$ cat config.mk
export PLATFORM = sky130hd
export DESIGN_NAME = bhr_outq
export DESIGN_NICKNAME = d
export VERILOG_FILES = /design/src/rtl/bhr_pkg.sv /design/src/rtl/bhr_outq.sv
export SDC_FILE = /design/constraint.sdc
export NUM_CORES = 1
export LEC_CHECK = 0
export CAP_MARGIN = 10
export CORE_MARGIN = 5
export CORE_UTILIZATION = 30
export DETAILED_ROUTE_END_ITERATION = 10
export DONT_BUFFER_PORTS = 1
export PLACE_DENSITY = 0.54
export REMOVE_ABC_BUFFERS = 1
export SLEW_MARGIN = 25
export SYNTH_ARGS = -nofsm -noshare
export SYNTH_HDL_FRONTEND = slang
export SYNTH_SLANG_ARGS = --single-unit
export TNS_END_PERCENT = 5
$ cat constraint.sdc
create_clock -name clk -period 2.95 [get_ports clk]
set_clock_uncertainty 0.1 [all_clocks]
set_input_delay 0.59 -clock clk [delete_from_list [all_inputs] [get_ports clk]]
set_output_delay 0.59 -clock clk [all_outputs]
set_load 0.02 [all_outputs]
$ cat src/rtl/bhr_pkg.sv
// Shared types and constants for the bilinear height-grid resampler.
package bhr_pkg;

  // Field and port widths
  localparam int HEIGHT_W   = 16;
  localparam int COORD_W    = 10;
  localparam int SIZE_W     = 9;
  localparam int STEP_W     = 18;
  localparam int CFG_IDX_W  = 2;
  localparam int CFG_DATA_W = 18;
  localparam int S_TDATA_W  = 40;

  // Result queue sizing
  localparam int OQ_DEPTH = 4;
  localparam int OQ_PTR_W = $clog2(OQ_DEPTH);
  localparam int OQ_CNT_W = $clog2(OQ_DEPTH + 1);

  // Item kinds
  localparam logic OP_LOAD  = 1'b0;
  localparam logic OP_QUERY = 1'b1;

  // Configuration register indexes
  localparam logic [CFG_IDX_W-1:0] REG_SOURCE_WIDTH  = 2'd0;
  localparam logic [CFG_IDX_W-1:0] REG_SOURCE_HEIGHT = 2'd1;
  localparam logic [CFG_IDX_W-1:0] REG_COLUMN_STEP   = 2'd2;
  localparam logic [CFG_IDX_W-1:0] REG_ROW_STEP      = 2'd3;

  localparam logic [SIZE_W-1:0] SOURCE_SIZE_RESET = 9'd256;
  localparam logic [STEP_W-1:0] STEP_RESET        = 18'd65280;

  // Signed height to offset binary and back
  localparam logic [HEIGHT_W-1:0] HEIGHT_OFFSET = 16'h8000;

  // Corner codes: bit 0 selects the ceiling column, bit 1 the ceiling row
  localparam logic [1:0] CORNER_NW = 2'd0;
  localparam logic [1:0] CORNER_NE = 2'd1;
  localparam logic [1:0] CORNER_SW = 2'd2;
  localparam logic [1:0] CORNER_SE = 2'd3;

  typedef struct packed {
    logic                       op;
    logic [COORD_W-1:0]         column;
    logic [COORD_W-1:0]         row_index;
    logic signed [HEIGHT_W-1:0] sample_height;
  } item_t;

  typedef struct packed {
    logic [SIZE_W-1:0] source_width;
    logic [SIZE_W-1:0] source_height;
    logic [STEP_W-1:0] column_step;
    logic [STEP_W-1:0] row_step;
  } cfg_t;

  typedef struct packed {
    logic       valid;
    logic [1:0] corner;
  } corner_tag_t;

endpackage

$ cat src/rtl/bhr_outq.sv
// Result queue that parts the blend pipeline from the output stream.
module bhr_outq import bhr_pkg::*; (
  input  logic                       clk,
  input  logic                       rst,
  input  logic                       push,
  input  logic signed [HEIGHT_W-1:0] push_data,
  output logic                       m_valid,
  input  logic                       m_ready,
  output logic signed [HEIGHT_W-1:0] m_data
);

  logic [HEIGHT_W-1:0] slots [OQ_DEPTH];
  logic [OQ_PTR_W-1:0] wr_ptr, rd_ptr;
  logic [OQ_CNT_W-1:0] count;
  logic                pop;

  assign m_valid = count != '0;
  assign pop     = m_valid && m_ready;
  assign m_data  = slots[rd_ptr];

  // Advance pointers and occupancy
  always_ff @(posedge clk) begin
    if (rst) begin
      wr_ptr <= '0;
      rd_ptr <= '0;
      count  <= '0;
    end else begin
      if (push) begin
        wr_ptr <= wr_ptr + OQ_PTR_W'(1);
      end
      if (pop) begin
        rd_ptr <= rd_ptr + OQ_PTR_W'(1);
      end
      count <= count + OQ_CNT_W'(push) - OQ_CNT_W'(pop);
    end
  end

  // Store results
  always_ff @(posedge clk) begin
    if (push) begin
      slots[wr_ptr] <= push_data;
    end
  end

`ifndef SYNTHESIS
  a_no_overflow: assert property (@(posedge clk) disable iff (rst)
    push |-> (count < OQ_CNT_W'(OQ_DEPTH)))
    else $error("result pushed into a full queue");
`endif

endmodule
==> impl_metrics.toml <==
[sta]
hold_viol = 0
finalWorstPathRequiredPeriod_ps = 2440
fin_setup_tns_ps = 0
setup_violations = 0
max_slew_margin_pct = 39.8
max_freq_mhz = 410
worst_pin_slew_ps = 903
rsz0062_at_grt = "no"
slew_viol_final = 0
finalCritPeriodShare_pct = 82.8

[synth]
ys_ff_latch = 73
synth_cells = 129
syn_avg_cell_area_um2 = 21.8
async_reset_ff_share_pct = 0
syn_area_mm2 = 0.00282
synth_cell_type_count = 21
yosys_warnings = 0
synth_edf_count = 64
synthFlopType = "edfxtp_1"
yosysSeqAreaShare_pct = 74.6

[clock_network]
cts_root_buf = "clkbuf_8"
clk-insertion-delay-late_ps = 330
holdBufCountCts = 0
clock-sinks = 73
numCtsBuffers = 9
cts_tree = "yes"
cts_max_level = 3
cts.repair.resized = 0
clk_pin_slew_ps = 70
cts_buffer_depth = 2
postCtsSetupBuffers = 0

[drt]
viasPerCell = 4.60
drc = 0
drt-wirelength-per-cell_um = 17.9
ant_nets = 0
drt_iter0_markers = 18
wl_um = 4510
dr_total_vias = 1158
first_pass_iters = 4

[global_routing]
grt-ovfl-total = 0
antenna_found_initial = 0
track_usage_pct = 8.45
grt_pass1_vias = 1310
grt_max_degree = 17
grt_pass1_wl_um = 6910

[floorplanning]
rows = 35
start_util_pct = 30.6
die_h_um = 107
die_area_mm2 = 0.0114
pin_count = 37
dieWidth_um = 107
core_mm2 = 0.00920

[critical_path]
path_max_fanout = 15
r2r-end = "count[2]$_SDFF_PP0_"
setup.worst_path.start_class = "flop"
r2r_slack_ps = 900
reg2regPathDepth = 7
arrival_ps = 1750
max_stage_delay_ps = 730
cp-end-kind = "output pin"
critPathRequiredTime_ps = 2260
crit_type = "flop to output pin"
crit_slowest_cell = "mux4_1"
path_cells = "buf_4, mux4_1"
worstReg2RegStart = "count[1]$_SDFF_PP0_"

[final_layout]
fillers = 862
diodes = 0
drive_gt1_share_pct = 21.3
multiInputGateArea_um2 = 647
final_nets = 164
area_growth_pct = 11.2
seqCellArea_mm2 = 0.00210
final_cells = 252

[min_path]
hold_start = "rst"
hold_end = "wr_ptr[1]$_SDFFE_PP0P_"
holdPathStages = 1
hold_class = "input pin to flop"

[power_and_ir_drop]
ir_worst_vdd_mv = 0.367
intPower_uw = 1890
leakage_uw = 0.00103
seq_power_share_pct = 48.7
p_clk_share_pct = 31.8
p_per_area_mw_per_mm2 = 811
power.switching_uw = 655
switching_share_pct = 25.8
combPwrFrac_pct = 19.5

[placed_design]
placed_cells = 237
hpwl_um = 3030
place_congestion = 0.730
numPortBuffers = 0

[outcome]
outcome = "finished clean"

[flow_run]
drv_cap = 0
[stage by stage]
step | worst slack, ps | util (%) | hold slack [ps] | area [µm²] | total power, µW
5_1_grt | 400 | 34.1 | 203 | 3130 | 2660
2_1_floorplan | 705 | - | 414 | 2770 | 1660
3_5_place_dp | 841 | 31.8 | 452 | 2930 | 1770
6_report | 508 | 34.1 | 225 | 3130 | 2540
4_1_cts | 470 | 34.1 | 207 | 3130 | 2580
3_3_place_gp | 864 | 31.8 | 429 | 2930 | 1740
[cells in the mapped netlist (2+ instances only)]
library cell	n	share of area (%)
edfxtp_1	64	68
mux4_2	10	8.0
dfxtp_1	9	6.4
ha_1	6	2.7
inv_1	6	0.80
mux4_1	6	5.6
nor2_1	5	0.67
and2_1	4	0.89
nor2b_1	4	0.89
mux2_2	3	1.2
buf_2	2	0.36
[routing by layer]
layer  routed length (µm)  up-vias  global-route usage [%]
li1                     -      529                       -
met1                 1780      583                    8.71
met2                 2300       38                    14.5
met3                  357        8                    3.91
met4                   79        0                    4.11
met5                    0        -                       0
[area by class of cell]
type	count	area share, %
clock buffer	9	3.95
clock inverter	6	2.68
inverter	6	0.719
multi-input combinational	45	20.6
sequential	73	67.1
tap	111	4.43
timing repair buffer	2	0.479
[how the worst max path moves through the flow]
stage          startpoint    endpoint  slack [ps]  cells after the start
5_1_grt              flop  m_data[15]         400                      2
3_5_place_dp         flop   m_data[4]         840                      2
3_3_place_gp         flop   m_data[0]         860                      2
6_report             flop   m_data[0]         510                      2
4_1_cts              flop   m_data[4]         470                      2
2_1_floorplan        flop   m_data[0]         700                      1
[critical path, delay by kind of cell (launching register included)]
| kind | cells | cell delay, ps |
|---|---|---|
| buf+inv | 1 | 330 |
| flops | 1 | 360 |
| mux | 1 | 730 |
[kinds of logic (layout without fill, tap and decap cells)]
| group | after synthesis | count (layout) | synth area share (%) |
|---|---|---|---|
| and+or+nand+nor | 14 | 14 | 2.67 |
| xor gates and xnor gates | 2 | 2 | 1.15 |
| DFF | 73 | 73 | 74.6 |
| adders and majority gates | 7 | 7 | 3.38 |
| buffers and inverters | 11 | 23 | 2.40 |
| AOI/OAI and AO/OA | 2 | 2 | 0.622 |
| muxes | 20 | 20 | 15.1 |
[state kept, by name, indices dropped and copies added (netlist names), named ones only]
| signal | count |
|---|---|
| rd_ptr | 2 |
| slots | 64 |
| wr_ptr | 2 |
| count | 3 |
[cells in the final DEF, fill, tap and decap left out]
master     netlist  layout
or3_1            1       1
xnor2_1          1       1
bufinv_16        0       2
inv_1            6       6
xor3_1           1       1
o311ai_0         1       1
o31a_1           1       1
clkbuf_8         0       9
nor2b_1          4       4
edfxtp_1        64      64
fa_1             1       1
mux4_2          10      10
mux2_2           3       3
clkinv_2         0       3
mux2i_1          1       1
dfxtp_1          9       9
buf_4            0       2
clkinv_4         0       1
nor2_1           5       5
ha_1             6       6
and2_1           4       4
mux4_1           6       6
[power by group through the flow]
stage	Combinational, µW	Clock, µW	Sequential, µW
floorplan	374	0	1290
global route	538	876	1250
global placement	484	0	1250
detailed placement	505	0	1260
finish	495	808	1240
CTS	507	831	1240
Note: power is estimated with default switching activity, not from simulation.
