`src/rtl/bhr_pkg.sv`:
```
// Shared types and constants for the bilinear height-grid resampler.
package bhr_pkg;

  // Field and port widths
  localparam int HEIGHT_W   = 16;
  localparam int COORD_W    = 10;
  localparam int SIZE_W     = 9;
  localparam int STEP_W     = 18;
  localparam int CFG_IDX_W  = 2;
  localparam int CFG_DATA_W = 18;
  localparam int S_TDATA_W  = 40;

  // Result queue sizing
  localparam int OQ_DEPTH = 4;
  localparam int OQ_PTR_W = $clog2(OQ_DEPTH);
  localparam int OQ_CNT_W = $clog2(OQ_DEPTH + 1);

  // Item kinds
  localparam logic OP_LOAD  = 1'b0;
  localparam logic OP_QUERY = 1'b1;

  // Configuration register indexes
  localparam logic [CFG_IDX_W-1:0] REG_SOURCE_WIDTH  = 2'd0;
  localparam logic [CFG_IDX_W-1:0] REG_SOURCE_HEIGHT = 2'd1;
  localparam logic [CFG_IDX_W-1:0] REG_COLUMN_STEP   = 2'd2;
  localparam logic [CFG_IDX_W-1:0] REG_ROW_STEP      = 2'd3;

  localparam logic [SIZE_W-1:0] SOURCE_SIZE_RESET = 9'd256;
  localparam logic [STEP_W-1:0] STEP_RESET        = 18'd65280;

  // Signed height to offset binary and back
  localparam logic [HEIGHT_W-1:0] HEIGHT_OFFSET = 16'h8000;

  // Corner codes: bit 0 selects the ceiling column, bit 1 the ceiling row
  localparam logic [1:0] CORNER_NW = 2'd0;
  localparam logic [1:0] CORNER_NE = 2'd1;
  localparam logic [1:0] CORNER_SW = 2'd2;
  localparam logic [1:0] CORNER_SE = 2'd3;

  typedef struct packed {
    logic                       op;
    logic [COORD_W-1:0]         column;
    logic [COORD_W-1:0]         row_index;
    logic signed [HEIGHT_W-1:0] sample_height;
  } item_t;

  typedef struct packed {
    logic [SIZE_W-1:0] source_width;
    logic [SIZE_W-1:0] source_height;
    logic [STEP_W-1:0] column_step;
    logic [STEP_W-1:0] row_step;
  } cfg_t;

  typedef struct packed {
    logic       valid;
    logic [1:0] corner;
  } corner_tag_t;

endpackage

```
`src/rtl/bhr_blend.sv`:
```
// Bilinear blend pipeline: column weights, row sums, row weights, rounding.
module bhr_blend import bhr_pkg::*; #(
  parameter int FRAC_BITS = 16
) (
  input  logic                       clk,
  input  logic                       rst,
  input  corner_tag_t                rd_tag,
  input  logic [HEIGHT_W-1:0]        rd_data,
  input  logic [FRAC_BITS-1:0]       rd_fx,
  input  logic [FRAC_BITS-1:0]       rd_fy,
  output logic                       res_valid,
  output logic signed [HEIGHT_W-1:0] res_height
);

  localparam int W_W   = FRAC_BITS + 1;
  localparam int P_W   = HEIGHT_W + FRAC_BITS;
  localparam int Q_W   = HEIGHT_W + 2 * FRAC_BITS;
  localparam int SUM_W = Q_W + 1;
  localparam logic [W_W-1:0]   SCALE = W_W'(1) << FRAC_BITS;
  localparam logic [SUM_W-1:0] HALF  = SUM_W'(1) << (2 * FRAC_BITS - 1);

  logic [HEIGHT_W-1:0]  v;
  logic [W_W-1:0]       wx, wy;
  corner_tag_t          s1_tag;
  logic [P_W-1:0]       s1_p, racc;
  logic [FRAC_BITS-1:0] s1_fy, s2_fy;
  logic                 s2_valid, s2_lower;
  logic [P_W-1:0]       s2_row;
  logic                 s3_valid, s3_lower;
  logic [Q_W-1:0]       s3_q, sacc;
  logic [SUM_W-1:0]     sum;

  // Corner weights: ceiling side takes the fraction, floor side the rest
  always_comb begin
    v   = rd_data ^ HEIGHT_OFFSET;
    wx  = rd_tag.corner[0] ? W_W'(rd_fx) : SCALE - W_W'(rd_fx);
    wy  = s2_lower ? W_W'(s2_fy) : SCALE - W_W'(s2_fy);
    sum = SUM_W'(sacc) + SUM_W'(s3_q) + HALF;
  end

  // Valid flags and corner tag
  always_ff @(posedge clk) begin
    if (rst) begin
      s1_tag.valid  <= 1'b0;
      s1_tag.corner <= CORNER_NW;
      s2_valid      <= 1'b0;
      s3_valid      <= 1'b0;
      res_valid     <= 1'b0;
    end else begin
      s1_tag.valid  <= rd_tag.valid;
      s1_tag.corner <= rd_tag.corner;
      s2_valid      <= s1_tag.valid && s1_tag.corner[0];
      s3_valid      <= s2_valid;
      res_valid     <= s3_valid && s3_lower;
    end
  end

  // Datapath
  always_ff @(posedge clk) begin
    // weight one corner along the column axis
    s1_p          <= P_W'(v) * P_W'(wx);
    s1_fy         <= rd_fy;
    // add the two corners of a row
    if (s1_tag.valid && !s1_tag.corner[0]) begin
      racc <= s1_p;
    end
    s2_row   <= racc + s1_p;
    s2_lower <= s1_tag.corner[1];
    s2_fy    <= s1_fy;
    // weight the row along the row axis
    s3_q     <= Q_W'(s2_row) * Q_W'(wy);
    s3_lower <= s2_lower;
    // add the rows, round to nearest, remove the offset
    if (s3_valid && !s3_lower) begin
      sacc <= s3_q;
    end
    res_height <= sum[2*FRAC_BITS +: HEIGHT_W] ^ HEIGHT_OFFSET;
  end

endmodule

```
`config.mk`:
```
export PLATFORM = sky130hd
export DESIGN_NAME = bhr_blend
export DESIGN_NICKNAME = d
export VERILOG_FILES = /design/src/rtl/bhr_pkg.sv /design/src/rtl/bhr_blend.sv
export SDC_FILE = /design/constraint.sdc
export NUM_CORES = 2
export LEC_CHECK = 0
export BUFFER_PORTS_ARGS = -buffer_cell sky130_fd_sc_hd__buf_2
export CAP_MARGIN = 25
export CORE_ASPECT_RATIO = 0.5
export CORE_MARGIN = 10
export CORE_UTILIZATION = 35
export DETAILED_ROUTE_END_ITERATION = 10
export PLACE_DENSITY = 0.61
export RECOVER_POWER = 50
export REMOVE_ABC_BUFFERS = 1
export SLEW_MARGIN = 5
export SYNTH_ARGS = -nofsm -noshare
export SYNTH_HDL_FRONTEND = slang
export SYNTH_SLANG_ARGS = --single-unit
export TNS_END_PERCENT = 20
```
`constraint.sdc`:
```
create_clock -name clk -period 19.25 [get_ports clk]
set_input_delay 0.9625 -clock clk [delete_from_list [all_inputs] [get_ports clk]]
set_output_delay 0.9625 -clock clk [all_outputs]
set_load 0.1 [all_outputs]
```
==> results by group <==
Status
  • Status: finished, violations left
  • Failing checks: max-capacitance violations, max-slew violations

Clock network
  • Root buffer cell: clkbuf_16
  • CTS resizes: 0
  • Post-CTS Hold Fix Bufs: 0
  • CTS tree: built
  • Clock buffers created by TritonCTS: 26
  • Clock H-tree levels: 1
  • Clock Pin Slew Worst Setup and Hold Paths: 0.06 ns
  • Clk buf depth: 3
  • Clk Latency, worst-skew pair: 0.55 ns
  • Clock sink count: 248
  • Setup Buffers After CTS: 0

Synthesis
  • Post-Syn Area: 35920 sq um
  • Async set-reset flop share out of synthesis: 0%
  • Top_reg_cell synth: dfxtp_1
  • Syn avg cell area: 9.291 sq um
  • Number of synthesized register bits: 248
  • Post-Synthesis Cells: 3866
  • Seq/Total Area, Yosys: 16.05%
  • EDFF count, synth: 80
  • Syn. warnings: 0
  • Post-synth cell types: 66

STA
  • Tcrit/Tclk final: 44.48%
  • Fmax: 116.8 MHz
  • RSZ-0062 raised after global routing: no
  • Final setup vio count: 0
  • Crit path time final: 8.563 ns
  • Final number of hold-violating endpoints: 0
  • Slew headroom: -88.44%
  • Post-route setup TNS: 0 ns
  • Setup Skew: 0.01959 ns
  • Tightest Pin Transition: 2.827 ns
  • Fin. max-slew vios: 82

Worst setup path
  • CP bufs+invs: 2
  • Worst EP required: 19.72 ns
  • Worst-path maximum fanout: 32
  • Slowest cell on crit path: xor2_4
  • Delay-heaviest family, CP: adder cells
  • Critical path type: reg2reg
  • CP peak stage delay: 0.85 ns
  • Reg2reg setup slack: 10.69 ns
  • Setup crit end kind: register
  • Critical path data arrival time: 9.03 ns
  • CP Launch Type: register
  • Most frequent CP cell: fa_1

Detailed routing
  • Met2 wire len: 40940 um
  • Initial DRC count: 1248
  • DRC Markers: 0
  • Top Layer Used: met4
  • Met3 WL post-DR: 4995 um
  • Pre-antenna DRT Iters: 5
  • Final wirelength: 84550 um
  • Avg WL per Cell: 16.25 um
  • Vias per cell: 4.847
  • Via Count: 25.22k
  • WL met1: 36280 um
  • Post-route ant nets: 0

Floorplan
  • Chip width: 473.0 um
  • Core area: 101000 sq um
  • Cell row count: 82
  • DIE HEIGHT: 246.5 um
  • Full die area: 116600 sq um
  • I/O Pins: 70
  • Initial core utilization: 35.58%

Placement
  • IO Port Bufs: 69
  • Post-DP HPWL: 65620 um
  • GP Congestion: 0.9020
  • Placement Cell Area: 37900 sq um
  • DP Cell Count: 5154

GRT
  • Vias in the first global route: 27.95k
  • Initial antenna violation count: 0
  • Grt ovf: 0
  • First-pass GRT wire length: 143300 um
  • Total global-route track usage: 14.81%
  • Largest net degree at the start of global routing: 49

Layout
  • Area grow syn2layout: 8.029%
  • # nets final: 4892
  • Diode count: 0
  • Core Util, Final: 38.43%
  • Final non-filler cell total: 5203
  • Layout cell share with drive strength beyond 1: 4.483%
  • Design area: 38800 sq um

Run
  • # Max-Cap Violations: 2

Min path
  • Hold WC Path Type: reg2reg
registers in the layout, summed over array words and instances, names as in the netlist:
signal and count:
res_valid 1, s2_lower 1, racc 32, res_height 16, sacc 48, s2_row 32, s1_p 32, s1_fy 16
s1_tag 3, s2_valid 1, s3_q 48, s3_valid 1, s3_lower 1, s2_fy 16
logic make-up after synthesis:
| group | Yosys count | synth area share [%] |
|---|---|---|
| AND/OR/NAND/NOR | 1112 | 14.54 |
| adder cells (fa/ha/maj) | 1000 | 48.55 |
| AO/OA/AOI/OAI | 390 | 7.145 |
| multiplexers | 3 | 0.09057 |
| XOR/XNOR | 143 | 3.487 |
| buffers and inverters | 970 | 10.14 |
| flip-flops | 248 | 16.05 |
cell usage after synthesis (all sizes together) (62+ instances only):
master / number / area [sq um]
a21oi: 135 / 686.9
inv: 821 / 3082
xnor2: 93 / 814.5
a21o: 72 / 540.5
fa: 656 / 13130
nor2: 91 / 341.6
edfxtp: 80 / 2402
o21ai: 62 / 310.3
and2: 268 / 1677
ha: 344 / 4304
nand2: 585 / 2196
dfxtp: 168 / 3363
clkbuf: 131 / 491.7
path summary, 6_finish.rpt:
path / startpoint / end / cells after the start
max: s2_fy[2] / s3_q[47] / 25
min: s1_fy[3] / s2_fy[3] / 0
max reg2reg: s2_fy[2] / s3_q[47] / 25
min reg2reg: s1_fy[3] / s2_fy[3] / 0
layout by cell type (no fill, tap or decap), types with 9 or more instances in the layout:
cell / Yosys / final
buf_4: 0 / 19
clkbuf_16: 0 / 27
and3_1: 18 / 18
a211oi_1: 9 / 9
and2_1: 268 / 267
buf_2: 1 / 66
a31oi_1: 13 / 13
nor2_1: 91 / 91
clkbuf_1: 131 / 10
edfxtp_1: 80 / 80
nand2b_1: 31 / 31
nand2_1: 585 / 585
ha_1: 344 / 344
a21o_1: 72 / 72
nor3_1: 29 / 29
a21oi_1: 132 / 132
xor2_1: 50 / 34
o21ai_0: 56 / 56
inv_1: 821 / 821
dfxtp_1: 168 / 168
nor2b_1: 30 / 29
xor2_4: 0 / 9
nand4_1: 12 / 12
o21a_1: 13 / 13
o21bai_1: 22 / 22
nand3_1: 26 / 26
xnor2_1: 93 / 86
fa_1: 656 / 656
area by class of cell:
cell class              instances  area [sq um]
clock buffers                  32         694.4
clock inverters                16         198.9
fillers                     10001         62150
inverters                     821          3082
multi-input cells            2648         26790
flip-flops and latches        248          5766
well taps                    1344          1682
repair buffers                 94         586.8
routing by layer:
layer | up-vias | GRT usage (%)
met5 | - | 0
met4 | 0 | 3.930
met3 | 175 | 1.794
met2 | 746 | 26.44
met1 | 12597 | 18.93
li1 | 11703 | -
metrics by stage:
stage | setup slack [ns] | hold WS, ns
floorplan | 11.04 | 0.3096
global placement | 10.64 | 0.3098
detailed placement | 10.57 | 0.3128
CTS | 10.55 | 0.3267
global route | 10.20 | 0.3311
finish | 10.69 | 0.3262
Power is not shown: default switching activity piles up to over one toggle a cycle in this logic, so the estimate is an artifact.
