`src/rtl/bhr_pkg.sv`:
```
// Shared types and constants for the bilinear height-grid resampler.
package bhr_pkg;

  // Field and port widths
  localparam int HEIGHT_W   = 16;
  localparam int COORD_W    = 10;
  localparam int SIZE_W     = 9;
  localparam int STEP_W     = 18;
  localparam int CFG_IDX_W  = 2;
  localparam int CFG_DATA_W = 18;
  localparam int S_TDATA_W  = 40;

  // Result queue sizing
  localparam int OQ_DEPTH = 4;
  localparam int OQ_PTR_W = $clog2(OQ_DEPTH);
  localparam int OQ_CNT_W = $clog2(OQ_DEPTH + 1);

  // Item kinds
  localparam logic OP_LOAD  = 1'b0;
  localparam logic OP_QUERY = 1'b1;

  // Configuration register indexes
  localparam logic [CFG_IDX_W-1:0] REG_SOURCE_WIDTH  = 2'd0;
  localparam logic [CFG_IDX_W-1:0] REG_SOURCE_HEIGHT = 2'd1;
  localparam logic [CFG_IDX_W-1:0] REG_COLUMN_STEP   = 2'd2;
  localparam logic [CFG_IDX_W-1:0] REG_ROW_STEP      = 2'd3;

  localparam logic [SIZE_W-1:0] SOURCE_SIZE_RESET = 9'd256;
  localparam logic [STEP_W-1:0] STEP_RESET        = 18'd65280;

  // Signed height to offset binary and back
  localparam logic [HEIGHT_W-1:0] HEIGHT_OFFSET = 16'h8000;

  // Corner codes: bit 0 selects the ceiling column, bit 1 the ceiling row
  localparam logic [1:0] CORNER_NW = 2'd0;
  localparam logic [1:0] CORNER_NE = 2'd1;
  localparam logic [1:0] CORNER_SW = 2'd2;
  localparam logic [1:0] CORNER_SE = 2'd3;

  typedef struct packed {
    logic                       op;
    logic [COORD_W-1:0]         column;
    logic [COORD_W-1:0]         row_index;
    logic signed [HEIGHT_W-1:0] sample_height;
  } item_t;

  typedef struct packed {
    logic [SIZE_W-1:0] source_width;
    logic [SIZE_W-1:0] source_height;
    logic [STEP_W-1:0] column_step;
    logic [STEP_W-1:0] row_step;
  } cfg_t;

  typedef struct packed {
    logic       valid;
    logic [1:0] corner;
  } corner_tag_t;

endpackage

```
`src/rtl/bhr_locate.sv`:
```
// Input stages: source position multiply and floor/ceiling corner location.
module bhr_locate import bhr_pkg::*; #(
  parameter int GRID_DIM  = 256,
  parameter int FRAC_BITS = 16
) (
  input  logic                       clk,
  input  logic                       rst,
  input  cfg_t                       cfg,
  input  logic                       in_valid,
  output logic                       in_ready,
  input  item_t                      in_item,
  output logic                       job_valid,
  input  logic                       job_done,
  output logic                       job_op,
  output logic                       job_load_ok,
  output logic [$clog2(GRID_DIM)-1:0] job_x0,
  output logic [$clog2(GRID_DIM)-1:0] job_x1,
  output logic [$clog2(GRID_DIM)-1:0] job_y0,
  output logic [$clog2(GRID_DIM)-1:0] job_y1,
  output logic [FRAC_BITS-1:0]       job_fx,
  output logic [FRAC_BITS-1:0]       job_fy,
  output logic [HEIGHT_W-1:0]        job_sample
);

  localparam int IDX_W = $clog2(GRID_DIM);
  localparam int POS_W = COORD_W + STEP_W;
  localparam int LOC_W = IDX_W + FRAC_BITS;

  // Saturate a position to the last column or row of the loaded grid (at least index 1)
  function automatic logic [LOC_W-1:0] locate_axis(input logic [POS_W-1:0] pos,
                                                   input logic [SIZE_W-1:0] size);
    logic [POS_W-1:0]  whole;
    logic [SIZE_W-1:0] last;
    whole = pos >> FRAC_BITS;
    if (size < SIZE_W'(2)) begin
      last = SIZE_W'(1);
    end else if (32'(size) > GRID_DIM) begin
      last = SIZE_W'(GRID_DIM - 1);
    end else begin
      last = size - SIZE_W'(1);
    end
    if (whole >= POS_W'(last)) begin
      locate_axis = {IDX_W'(last), {FRAC_BITS{1'b0}}};
    end else begin
      locate_axis = {IDX_W'(whole), pos[FRAC_BITS-1:0]};
    end
  endfunction

  logic             a_valid, a_free;
  item_t            a_item;
  logic             b_valid, b_free;
  item_t            b_item;
  logic [POS_W-1:0] b_pos_x, b_pos_y;
  logic             c_free;
  logic [LOC_W-1:0] loc_x, loc_y;
  logic [IDX_W-1:0] ix, iy;
  logic [FRAC_BITS-1:0] fx, fy;
  logic             load_ok;

  assign c_free   = !job_valid || job_done;
  assign b_free   = !b_valid || c_free;
  assign a_free   = !a_valid || b_free;
  assign in_ready = a_free;

  // Stage A: hold the accepted item
  always_ff @(posedge clk) begin
    if (rst) begin
      a_valid <= 1'b0;
    end else if (a_free) begin
      a_valid <= in_valid;
    end
    if (in_valid && a_free) begin
      a_item <= in_item;
    end
  end

  // Stage B: scale output coordinates into source positions
  always_ff @(posedge clk) begin
    if (rst) begin
      b_valid <= 1'b0;
    end else if (b_free) begin
      b_valid <= a_valid;
    end
    if (a_valid && b_free) begin
      b_item  <= a_item;
      b_pos_x <= POS_W'(a_item.column) * POS_W'(cfg.column_step);
      b_pos_y <= POS_W'(a_item.row_index) * POS_W'(cfg.row_step);
    end
  end

  // Split positions into index and fraction, check load range
  always_comb begin
    loc_x   = locate_axis(b_pos_x, cfg.source_width);
    loc_y   = locate_axis(b_pos_y, cfg.source_height);
    ix      = loc_x[LOC_W-1:FRAC_BITS];
    iy      = loc_y[LOC_W-1:FRAC_BITS];
    fx      = loc_x[FRAC_BITS-1:0];
    fy      = loc_y[FRAC_BITS-1:0];
    load_ok = (32'(b_item.column) < GRID_DIM) && (32'(b_item.row_index) < GRID_DIM);
  end

  // Stage C: job held until the grid sequencer finishes it
  always_ff @(posedge clk) begin
    if (rst) begin
      job_valid <= 1'b0;
    end else if (c_free) begin
      job_valid <= b_valid;
    end
    if (b_valid && c_free) begin
      job_op      <= b_item.op;
      job_load_ok <= load_ok;
      job_sample  <= b_item.sample_height;
      if (b_item.op == OP_LOAD) begin
        job_x0 <= IDX_W'(b_item.column);
        job_y0 <= IDX_W'(b_item.row_index);
        job_x1 <= IDX_W'(b_item.column);
        job_y1 <= IDX_W'(b_item.row_index);
        job_fx <= '0;
        job_fy <= '0;
      end else begin
        job_x0 <= ix;
        job_y0 <= iy;
        job_x1 <= ix + IDX_W'(fx != '0);
        job_y1 <= iy + IDX_W'(fy != '0);
        job_fx <= fx;
        job_fy <= fy;
      end
    end
  end

endmodule

```
`config.mk`:
```
export PLATFORM = sky130hd
export DESIGN_NAME = bhr_locate
export DESIGN_NICKNAME = d
export VERILOG_FILES = /design/src/rtl/bhr_pkg.sv /design/src/rtl/bhr_locate.sv
export SDC_FILE = /design/constraint.sdc
export NUM_CORES = 1
export LEC_CHECK = 0
export ABC_AREA = 1
export BUFFER_PORTS_ARGS = -buffer_cell sky130_fd_sc_hd__buf_4
export CELL_PAD_IN_SITES_DETAIL_PLACEMENT = 1
export CELL_PAD_IN_SITES_GLOBAL_PLACEMENT = 1
export CORE_MARGIN = 1
export CORE_UTILIZATION = 45
export CTS_CLUSTER_SIZE = 30
export DETAILED_ROUTE_END_ITERATION = 10
export MAX_ROUTING_LAYER = met4
export PLACE_DENSITY_LB_ADDON = 0.1
export SETUP_SLACK_MARGIN = 0.4
export SLEW_MARGIN = 30
export SYNTH_ARGS = -nofsm -noshare
export SYNTH_HDL_FRONTEND = slang
export SYNTH_SLANG_ARGS = --single-unit
```
`constraint.sdc`:
```
create_clock -name clk -period 7.78 [get_ports clk]
set_input_delay 1.556 -clock clk [delete_from_list [all_inputs] [get_ports clk]]
set_output_delay 1.556 -clock clk [all_outputs]
set_load 0.005 [all_outputs]
```
==> results of run 1 <==
area by class of cell:
cell class / count / area share, %
clock buffer: 22 / 2.27
inverter: 537 / 8.66
clock inverter: 13 / 0.430
tap: 600 / 3.22
antenna: 1 / 0.0107
timing repair buffer: 196 / 6.42
sequential: 215 / 27.6
multi-input combinational: 1487 / 51.4
routing by layer:
metal  up-vias  global-route usage, %
met2       278                   39.0
met3        33                   1.51
met1      7834                   36.0
met5         -                      -
li1       7313                      -
met4         0                   4.08
worst max path at each step:
stage / from / endpoint / slack [ns]
after floorplan: cfg[27] / b_pos_x[21]$_DFFE_PP_ / 1.67
after global placement: cfg[15] / b_pos_y[24]$_DFFE_PP_ / 1.50
after detailed placement: cfg[14] / b_pos_y[24]$_DFFE_PP_ / 1.44
final: cfg[15] / b_pos_y[24]$_DFFE_PP_ / 1.93
after CTS: cfg[15] / b_pos_y[24]$_DFFE_PP_ / 1.94
after global routing: cfg[14] / b_pos_y[24]$_DFFE_PP_ / 1.63
stage by stage:
| step | cell area [sq um] | hold slack (ns) | power, mW | setup slack, ns | utilization, % |
|---|---|---|---|---|---|
| finish | 23300 | 0.412 | 8.05 | 1.93 | 51.2 |
| global route | 23300 | 0.428 | 8.89 | 1.63 | 51.2 |
| CTS | 23300 | 0.419 | 8.14 | 1.94 | 51.2 |
| detailed placement | 22700 | 0.405 | 7.16 | 1.44 | 49.8 |
| global placement | 22600 | 0.401 | 6.98 | 1.50 | 49.7 |
| floorplan | 20800 | 0.400 | 5.63 | 1.67 | - |
power breakdown:
group | internal (mW) | switching (mW)
clock | 0.527 | 0.420
combinational | 1.95 | 3.36
sequential | 1.70 | 0.0984
total | 4.17 | 3.88
flip-flops by register name, summed over array words and instances, names as in the netlist:
name / count
a_item: 37
a_valid: 1
b_item: 37
b_pos_x: 28
b_pos_y: 28
b_valid: 1
job_fx: 16
job_fy: 16
job_load_ok: 1
job_op: 1
job_sample: 16
job_valid: 1
job_x0: 8
job_x1: 8
job_y0: 8
job_y1: 8
synthesized netlist by cell type, types with 3 or more instances:
master | count | area [sq um]
nor2_4 | 5 | 56.3
nor2_1 | 93 | 349
nor2_2 | 10 | 62.6
nand4_1 | 16 | 100
nand2_4 | 5 | 56.3
a31oi_1 | 4 | 25.0
nor4_1 | 3 | 18.8
inv_2 | 3 | 11.3
o21ai_1 | 11 | 55.1
a21boi_0 | 3 | 22.5
a21o_1 | 3 | 22.5
nand3b_1 | 14 | 105
nand3_2 | 6 | 60.1
o21bai_1 | 8 | 60.1
nor3_2 | 5 | 50.1
nand2_2 | 15 | 93.8
o41ai_1 | 8 | 70.1
edfxtp_1 | 212 | 6370
nand3_1 | 50 | 250
xnor2_1 | 19 | 166
a21oi_1 | 65 | 325
fa_1 | 252 | 5040
ha_1 | 150 | 1880
xor2_1 | 33 | 289
dfxtp_1 | 3 | 60.1
nand2_1 | 648 | 2430
inv_1 | 534 | 2000
o21ai_0 | 34 | 170
buf_2 | 5 | 25.0
clkbuf_1 | 80 | 300
nor3_1 | 11 | 55.1
buf_1 | 4 | 15.0
cells by family (layout without fill, tap and decap cells):
family,Yosys count,after routing,share of synthesized area (%)
and+or+nand+nor,887,887,18.0
adders and majority gates,402,402,33.3
other,0,1,0
buffers and inverters,628,768,11.5
DFF,215,215,31.0
xor gates and xnor gates,52,52,2.19
AOI/OAI and AO/OA,146,146,4.08
critical path: stages:
cell and delay (ns):
buf_4 0.17, nand2_1 0.10, fa_1 0.58, inv_1 0.06, fa_1 0.49, fa_1 0.51
fa_1 0.50, inv_1 0.05, fa_1 0.47, inv_1 0.04, ha_1 0.42, nand2_1 0.11
nor2_1 0.16, inv_1 0.08, nor3_1 0.23, nand4_1 0.12, nand3_1 0.20, a21oi_1 0.10
xor2_1 0.15
==> metrics.md, run 1 <==
| Metric | Value |
|---|---|
| First-pass GRT wire length | 89.4 mm |
| Pre-Repair DR Iteration Count | 5 |
| FF/Latch Area | 0.00643 sq mm |
| # fillers | 5357 |
| Dpl cells | a little over 3000 |
| Clock transition at path regs | about 0.070 ns |
| Max-Cap Viols | 0 |
| Post-DRT Antenna Nets | 0 |
| DR WL met3 | ~2 mm |
| Slew margin rel. | a little over a third |
| CTS tree | yes |
| Post-Syn Nets | around 2800 |
| IO Count | 179 |
| Final std cells w/o fill | approximately 3100 |
| Via count | ~15000 |
| Arrival @ worst endpoint | around 6.1 ns |
| Initial DRC count | approximately 800 |
| Crit-path max FO | 10 |
| Vert. Die Dim | around 220 um |
| Hold-fix buffers, CTS | 0 |
| Yosys reg bits | around 220 |
| Fin crit share | 75.2% |
| CP Class | in2reg |
| Metal-1 WL | roughly 27 mm |
| WL met2 | about 26 mm |
| Dominant synthesized flop cell | edfxtp_1 |
| Initial Util | between 40% and 50% |
| Sinks on Clock Net | 215 |
| Max VDD drop | about 0.21 mV |
| Initial antenna violation count | 1 |
| Inserted Clock Buffers | 20 |
| Global router's overall resource usage | about 25% |
| Uppermost routed layer | met4 |
| Largest net degree at the start of global routing | 69 |
| Sequential share of the synthesized area | between 30% and 40% |
| GRT Residual Overflow | 0 |
| Worst hold path class | reg2reg |
| Hold Path Cell Cnt | 0 |
| FMAX | between 0.15 and 0.2 GHz |
| EDFF count, synth | about 210 |
| Reg-to-reg endpoint | b_pos_y[24]$_DFFE_PP_ |
| Status | completed |
| Wirelength, routed | approximately 55 mm |
| Clock tree buffer depth | 3 |
| Die Area | around 0.047 sq mm |
| Most frequent cells in the layout | nand2_1 (648), inv_1 (531), fa_1 (252), edfxtp_1 (212), buf_4 (193) |
| Port bufs | 178 |
| Worst-margin pin slew | ~0.98 ns |
| Final max-slew violation count | 0 |
| Mapped Cells | around 2300 |
| CP Launch Type | input port |
| CP Capture Type | flop |
| Commonest non-fill, non-tap cell in the layout | nand2_1 |
| Routed WL per cell | between 15 and 20 um |
| H-tree Lvls | 1 |
| Fin crit period | a little under 6 ns |
| Multi-input gate area | roughly 0.012 sq mm |
| Vias per Instance | about 5 |
| Setup TNS | 0 ns |
| Row count | slightly below 80 |
| Lkg Pwr | 12.3 nW |
| Endpoints failing hold | 0 |
| Area grow syn2layout | 12.1% |
| Avg Inst Size Synth | approximately 8.9 sq um |
| Core area | 0.0455 sq mm |
| Die W | ~220 um |
| Clock Tree Root | clkbuf_16 |
| R2R depth | 18 |
| # nets final | approximately 3000 |
| Post-CTS Resized | 0 |
| Ys async rst share | 0% |
| Final setup violation count | 0 |
| Req. time, crit path | ~8.0 ns |
| Pwr Density | 346 mW/mm^2 |
| Worst R2R Start | a_item[17]$_DFFE_PP_ |
| RePlAce Congestion | slightly below 0.9 |
| R2R Setup Slk | around 2.1 ns |
| Yosys cell types | 45 |
| Syn. warnings | 0 |
| Hold wc startpoint | b_item[12]$_DFFE_PP_ |
| Vias in the first global route | 16600 |
| Number of remaining DRC errors | 0 |
| Post-CTS Setup Repair Bufs | 0 |
| Clock skew | between 0.01 and 0.015 ns |
| Share of layout cells above drive strength 1 | between 10% and 20% |
| Hpwl dp | roughly 45 mm |
| RSZ-0062 raised after global routing | no |
| Cell area after synthesis | 0.0208 sq mm |
| Hold path endpoint | job_sample[12]$_DFFE_PP_ |
| Worst-skew pair later-pin latency | 0.50 ns |
Note: power is estimated with default switching activity, not from simulation.
==> run 2: changes to the inputs <==
- CORE_UTILIZATION: 45 -> 43
- clock period: 7.78 -> 5.1 ns (I/O delays scaled with it)
==> metrics.md, run 2 (synthesis gave the netlist of run 1 again) <==
| Metric | Value |
|---|---|
| Area grow syn2layout | 29.2% (was 12.1%) |
| Arrival @ worst endpoint | 5.18 ns (was 6.10 ns) |
| RePlAce Congestion | 0.895 (was 0.866) |
| Worst R2R Start | a_item[29]$_DFFE_PP_ (was a_item[17]$_DFFE_PP_) |
| Vias in the first global route | 18100 (was 16600) |
| Hpwl dp | 48.0 mm (was 45.0 mm) |
| CP Capture Type | flop (unchanged) |
| Crit-path max FO | 8 (was 10) |
| CTS tree | yes (unchanged) |
| Inserted Clock Buffers | 22 (was 20) |
| R2R Setup Slk | 0.23 ns (was 2.14 ns) |
| Fin crit share | between 90% and 100% |
| Lkg Pwr | 13.9 nW (was 12.3 nW) |
| Post-DRT Antenna Nets | 0 (unchanged) |
| R2R depth | 20 (was 18) |
| Hold path endpoint | job_sample[14]$_DFFE_PP_ (was job_sample[12]$_DFFE_PP_) |
| Crit-path slowest cell | fa_1 (unchanged) |
| Via count | 16400 (was 15500) |
| Commonest non-fill, non-tap cell in the layout | nand2_1 (unchanged) |
| Core area | 0.0476 sq mm (was 0.0455 sq mm) |
| IO Count | 179 (unchanged) |
| Clock Tree Root | clkbuf_16 (unchanged) |
| Largest net degree at the start of global routing | 63 (was 69) |
| Clock tree buffer depth | 3 (unchanged) |
| Clock skew | 0.0147 ns (was 0.0134 ns) |
| Fin area | 0.0268 sq mm (was 0.0233 sq mm) |
| Worst-margin pin slew | 0.794 ns (was 0.977 ns) |
| GRT Residual Overflow | 0 (unchanged) |
| Vert. Die Dim | 222 um (was 217 um) |
| Largest registers | a_item x37, b_item x37 (unchanged) |
| Vias per Instance | 4.93 (was 5.03) |
| Sinks on Clock Net | 215 (unchanged) |
| Global router's overall resource usage | 25.7% (was 24.8%) |
| Max VDD drop | 0.554 mV (was 0.213 mV) |
| First-pass GRT wire length | 96.9 mm (was 89.4 mm) |
| RSZ-0062 raised after global routing | yes (was no) |
| Max-Cap Viols | 0 (unchanged) |
| Final setup violation count | 0 (unchanged) |
| Final WS setup | 0.191 ns (was 1.93 ns) |
| Die Area | 0.0492 sq mm (was 0.0470 sq mm) |
| Dpl cells | 3235 (was 3035) |
| CP Class | in2reg (unchanged) |
| # fillers | 5437 (was 5357) |
| Req. time, crit path | 5.37 ns (was 8.03 ns) |
| Reg-to-reg endpoint | b_pos_x[19]$_DFFE_PP_ (was b_pos_y[24]$_DFFE_PP_) |
| Worst hold path class | reg2reg (unchanged) |
| Worst-path cell chain | buf_6, buf_4, nand2_1, fa_1, inv_1, fa_1, ha_1, fa_1, inv_1, fa_1, inv_1, ha_1, nand2_1, a21oi_1, o21ai_1, nand2_1, nand2_1, nand3_2, buf_6, xor2_1 (was buf_4, nand2_1, fa_1, inv_1, fa_1, fa_1, fa_1, inv_1, fa_1, inv_1, ha_1, nand2_1, nor2_1, inv_1, nor3_1, nand4_1, nand3_1, a21oi_1, xor2_1) |
| Share of layout cells above drive strength 1 | 27.0% (was 11.5%) |
| Final std cells w/o fill | 3321 (was 3071) |
| Hold-fix buffers, CTS | 0 (unchanged) |
| Initial antenna violation count | 6 (was 1) |
| Most frequent cells in the layout | nand2_1 (592), inv_1 (502), buf_4 (359), fa_1 (242), edfxtp_1 (212) (was nand2_1 (648), inv_1 (531), fa_1 (252), edfxtp_1 (212), buf_4 (193)) |
| Hold Path Cell Cnt | 0 (unchanged) |
| H-tree Lvls | 1 (unchanged) |
| Pwr Density | 704 mW/mm^2 (was 346 mW/mm^2) |
| Port bufs | 178 (unchanged) |
| Endpoints failing hold | 0 (unchanged) |
| Status | completed (unchanged) |
| Initial Util | 43.6% (was 45.7%) |
| Fin crit period | between 4 and 5 ns |
| Critical path origin | cfg[23] (was cfg[15]) |
| Hold wc startpoint | b_item[14]$_DFFE_PP_ (was b_item[12]$_DFFE_PP_) |
| Setup TNS | 0 ns (unchanged) |
| FF/Latch Area | 0.00643 sq mm (unchanged) |
| FMAX | between 0.2 and 0.25 GHz |
| Slew margin rel. | 47.0% (was 34.9%) |
| Die W | 222 um (was 217 um) |
| Row count | 80 (was 78) |
| CP Launch Type | input port (unchanged) |
| # nets final | 3181 (was 2954) |
| Power consumption | 18.9 mW (was 8.05 mW) |
| Placed Instance Area | 0.0248 sq mm (was 0.0227 sq mm) |
| Wirelength, routed | 60.7 mm (was 55.2 mm) |
| Routed WL per cell | 18.3 um (was 18.0 um) |
| Multi-input gate area | 0.0132 sq mm (was 0.0120 sq mm) |
| Worst-skew pair later-pin latency | 0.52 ns (was 0.50 ns) |
| Clock transition at path regs | 0.06 ns (was 0.07 ns) |
| Pre-Repair DR Iteration Count | 7 (was 5) |
| Final max-slew violation count | 0 (unchanged) |
| Setup WS pre-CTS | -0.393 ns (was 1.44 ns) |
| Initial DRC count | 783 (was 803) |
| Crit path largest cell delay | 0.54 ns (was 0.58 ns) |
| Number of remaining DRC errors | 0 (unchanged) |
==> run 2: final cells by class <==
type	count	area share, %
repair buffers	421	13.5
clock inverters	13	0.541
inverters	537	7.54
clock buffers	27	2.20
diodes	6	0.0560
flip-flops and latches	215	24.0
well taps	615	2.87
multi-input cells	1487	49.3
==> run 2: layer usage <==
metal  GRT usage (%)  routed length (um)
met4            5.44                1020
met1            35.3               28900
met2            40.6               28200
met5               -                   0
met3            3.55                2600
==> run 2: stage by stage <==
stage | util (%) | hold slack (ns)
2_1_floorplan | - | 0.400
3_3_place_gp | 52.1 | 0.402
3_5_place_dp | 52.1 | 0.406
4_1_cts | 55.2 | 0.421
5_1_grt | 56.3 | 0.422
6_report | 56.3 | 0.420
==> run 2: timing repair <==
item | in CTS | in global routing
pin swaps | 51 | 61
gates resized for setup | 122 | 100
setup endpoints to repair | 37 | 40
setup buffers | 26 | 14
==> run 2: how the worst max path moves through the flow <==
stage	end	slack, ns	cells past startpoint
CTS	b_pos_x[27]$_DFFE_PP_	0.23	18
detailed placement	b_pos_x[23]$_DFFE_PP_	-0.39	18
floorplan	b_pos_x[21]$_DFFE_PP_	-0.11	19
global placement	b_pos_x[23]$_DFFE_PP_	-0.34	18
global route	b_pos_y[26]$_DFFE_PP_	0.01	20
finish	b_pos_x[19]$_DFFE_PP_	0.19	20
==> run 2: power breakdown <==
part           internal [mW]  switching [mW]
logic                   6.83            7.67
clock network          0.978           0.673
registers               2.59           0.140
==> run 2: critical path: cells and delay by family <==
| kind | cells | cell delay [ns] |
|---|---|---|
| adder cells (fa/ha/maj) | 6 | 2.63 |
| AND/OR/NAND/NOR | 5 | 0.55 |
| XOR/XNOR | 1 | 0.14 |
| AO/OA/AOI/OAI | 2 | 0.25 |
| buffers and inverters | 6 | 0.57 |
==> run 3: changes to the inputs <==
==> constraint.sdc (replaced) <==
create_clock -name clk -period 5.1 [get_ports clk]
set_input_delay 0.51 -clock clk [delete_from_list [all_inputs] [get_ports clk]]
set_output_delay 0.51 -clock clk [all_outputs]
set_load 0.005 [all_outputs]
==> metrics.md, run 3 (synthesis gave the netlist of run 1 again) <==
| Metric | Value |
|---|---|
| Routed WL per cell | 19.8 um (was 18.3 um) |
| Dpl cells | 3115 (was 3235) |
| H-tree Lvls | 1 (unchanged) |
| Final std cells w/o fill | 3245 (was 3321) |
| Initial DRC count | 802 (was 783) |
| Fin crit share | 100% (was 96.3%) |
| Wirelength, routed | 64.4 mm (was 60.7 mm) |
| Failing checks | negative setup slack |
| Inserted Clock Buffers | 25 (was 22) |
| Vias in the first global route | 17800 (was 18100) |
| Clock transition at path regs | 0.06 ns (about the same) |
| First-pass GRT wire length | 98.6 mm (was 96.9 mm) |
| Largest registers | a_item x37, b_item x37 (unchanged) |
| IO Count | 179 (unchanged) |
| Hpwl dp | 47.4 mm (was 48.0 mm) |
| Worst hold path class | in2reg (was reg2reg) |
| RePlAce Congestion | 0.871 (was 0.895) |
| Die W | 222 um (unchanged) |
| Final max-slew violation count | 0 (unchanged) |
| Vias per Instance | 5.05 (was 4.93) |
| FMAX | 0.195 GHz (was 0.204 GHz) |
| Arrival @ worst endpoint | 5.40 ns (was 5.18 ns) |
| Clock Tree Root | clkbuf_16 (unchanged) |
| GRT Residual Overflow | 0 (unchanged) |
| Via count | 16400 (about the same) |
| CP Capture Type | flop (unchanged) |
| Pwr Density | 707 mW/mm^2 (was 704 mW/mm^2) |
| Power consumption | 18.7 mW (was 18.9 mW) |
| Final setup violation count | 2 (was 0) |
| Lkg Pwr | 13.6 nW (was 13.9 nW) |
| Area grow syn2layout | 27.1% (was 29.2%) |
| Number of remaining DRC errors | 0 (unchanged) |
| Worst-skew pair later-pin latency | 0.55 ns (was 0.52 ns) |
| Hold Path Cell Cnt | 1 (was 0) |
| Endpoints failing hold | 0 (unchanged) |
| Most frequent cells in the layout | nand2_1 (580), inv_1 (491), buf_4 (299), fa_1 (245), edfxtp_1 (212) (was nand2_1 (592), inv_1 (502), buf_4 (359), fa_1 (242), edfxtp_1 (212)) |
| Max-Cap Viols | 0 (unchanged) |
| # nets final | 3105 (was 3181) |
| Initial Util | 43.6% (unchanged) |
| Initial antenna violation count | 4 (was 6) |
| R2R depth | 23 (was 20) |
| Req. time, crit path | 5.38 ns (was 5.37 ns) |
| Largest net degree at the start of global routing | 60 (was 63) |
| Row count | 80 (unchanged) |
| Fin crit period | 5.12 ns (was 4.91 ns) |
| CTS tree | yes (unchanged) |
| RSZ-0062 raised after global routing | yes (unchanged) |
| CP Launch Type | flop (was input port) |
| Share of layout cells above drive strength 1 | 26.8% (was 27.0%) |
| CP Class | reg2reg (was in2reg) |
| Crit-path max FO | 6 (was 8) |
| Sinks on Clock Net | 215 (unchanged) |
| Final core occ | 55.4% (was 56.3%) |
| Die Area | 0.0492 sq mm (unchanged) |
| Clock skew | 0.0258 ns (was 0.0147 ns) |
| Status | finished, violations left (was completed) |
| Commonest non-fill, non-tap cell in the layout | nand2_1 (unchanged) |
| # fillers | 5380 (was 5437) |
| Clock tree buffer depth | 3 (unchanged) |
| Port bufs | 178 (unchanged) |
| Worst-margin pin slew | 0.835 ns (was 0.794 ns) |
| Core area | 0.0476 sq mm (unchanged) |
| Setup TNS | -0.0193 ns (was 0 ns) |
| Vert. Die Dim | 222 um (unchanged) |
| Global router's overall resource usage | 26.4% (was 25.7%) |
| Slew margin rel. | 44.3% (was 47.0%) |
| Final WS setup | -0.0162 ns (was 0.191 ns) |
| Max VDD drop | 0.521 mV (was 0.554 mV) |
| Post-DRT Antenna Nets | 0 (unchanged) |
| Pre-Repair DR Iteration Count | 4 (was 7) |
## run 3: layout make-up
| type | count | area [sq um] | share of cell area (%) |
|---|---|---|---|
| inverter | 537 | 2030 | 7.68 |
| clock inverter | 19 | 198 | 0.749 |
| sequential | 215 | 6430 | 24.3 |
| multi-input combinational | 1487 | 13400 | 50.6 |
| timing repair buffer | 342 | 2970 | 11.2 |
| clock buffer | 27 | 633 | 2.40 |
| tap | 615 | 769 | 2.91 |
| antenna | 3 | 7.51 | 0.0284 |
## run 3: per-stage QoR
stage | cell area, sq um | worst slack [ns] | hold slack [ns]
floorplan | 21200 | 0.244 | 0.400
global route | 26400 | -0.0746 | 0.125
global placement | 23500 | -0.0851 | 0.402
detailed placement | 23500 | -0.114 | 0.406
CTS | 25300 | 0.216 | 0.115
finish | 26400 | -0.0162 | 0.135
## run 3: report_power, final
| group | total [mW] | switching (mW) | internal (mW) |
|---|---|---|---|
| Sequential | 2.74 | 0.151 | 2.59 |
| Clock | 1.83 | 0.766 | 1.06 |
| Combinational | 14.1 | 7.98 | 6.12 |
| Total | 18.7 | 8.89 | 9.77 |
## run 3: worst max-delay path: stages (launching register included)
cell,delay (ns)
edfxtp_1,0.44
buf_6,0.16
buf_12,0.14
buf_4,0.16
nand2_2,0.09
fa_1,0.18
inv_1,0.07
fa_1,0.61
inv_2,0.06
fa_1,0.59
inv_1,0.07
fa_1,0.48
inv_1,0.05
fa_1,0.39
inv_2,0.09
ha_4,0.21
buf_8,0.14
nand2_4,0.06
nand2_4,0.07
a31oi_4,0.20
nand2_2,0.13
buf_6,0.14
a31oi_4,0.19
xnor2_2,0.11
## run 3: timing repair
action | 4_1_cts | 5_1_grt
gates cloned | 1 | 4
pin swaps | 58 | 114
hold buffers | 0 | 0
setup endpoints to repair | 37 | 39
buffers inserted | 46 | 30
gates resized for setup | 141 | 204
hold endpoints to repair | 0 | 0
## run 3: final timing paths
kind                              from               endpoint  slack [ns]
hold reg to reg   a_item[12]$_DFFE_PP_   b_item[12]$_DFFE_PP_        0.41
setup reg to reg  a_item[30]$_DFFE_PP_  b_pos_x[12]$_DFFE_PP_       -0.02
setup / recovery  a_item[30]$_DFFE_PP_  b_pos_x[12]$_DFFE_PP_       -0.02
hold / removal             in_item[34]   a_item[34]$_DFFE_PP_        0.14
## run 3: metal layers
layer / vias up / wire length, um / track usage (%)
li1: 7630 / - / -
met1: 8342 / 30300 / 37.1
met2: 368 / 30600 / 42.6
met3: 47 / 2750 / 2.35
met4: 0 / 714 / 3.65
met5: - / 0 / -
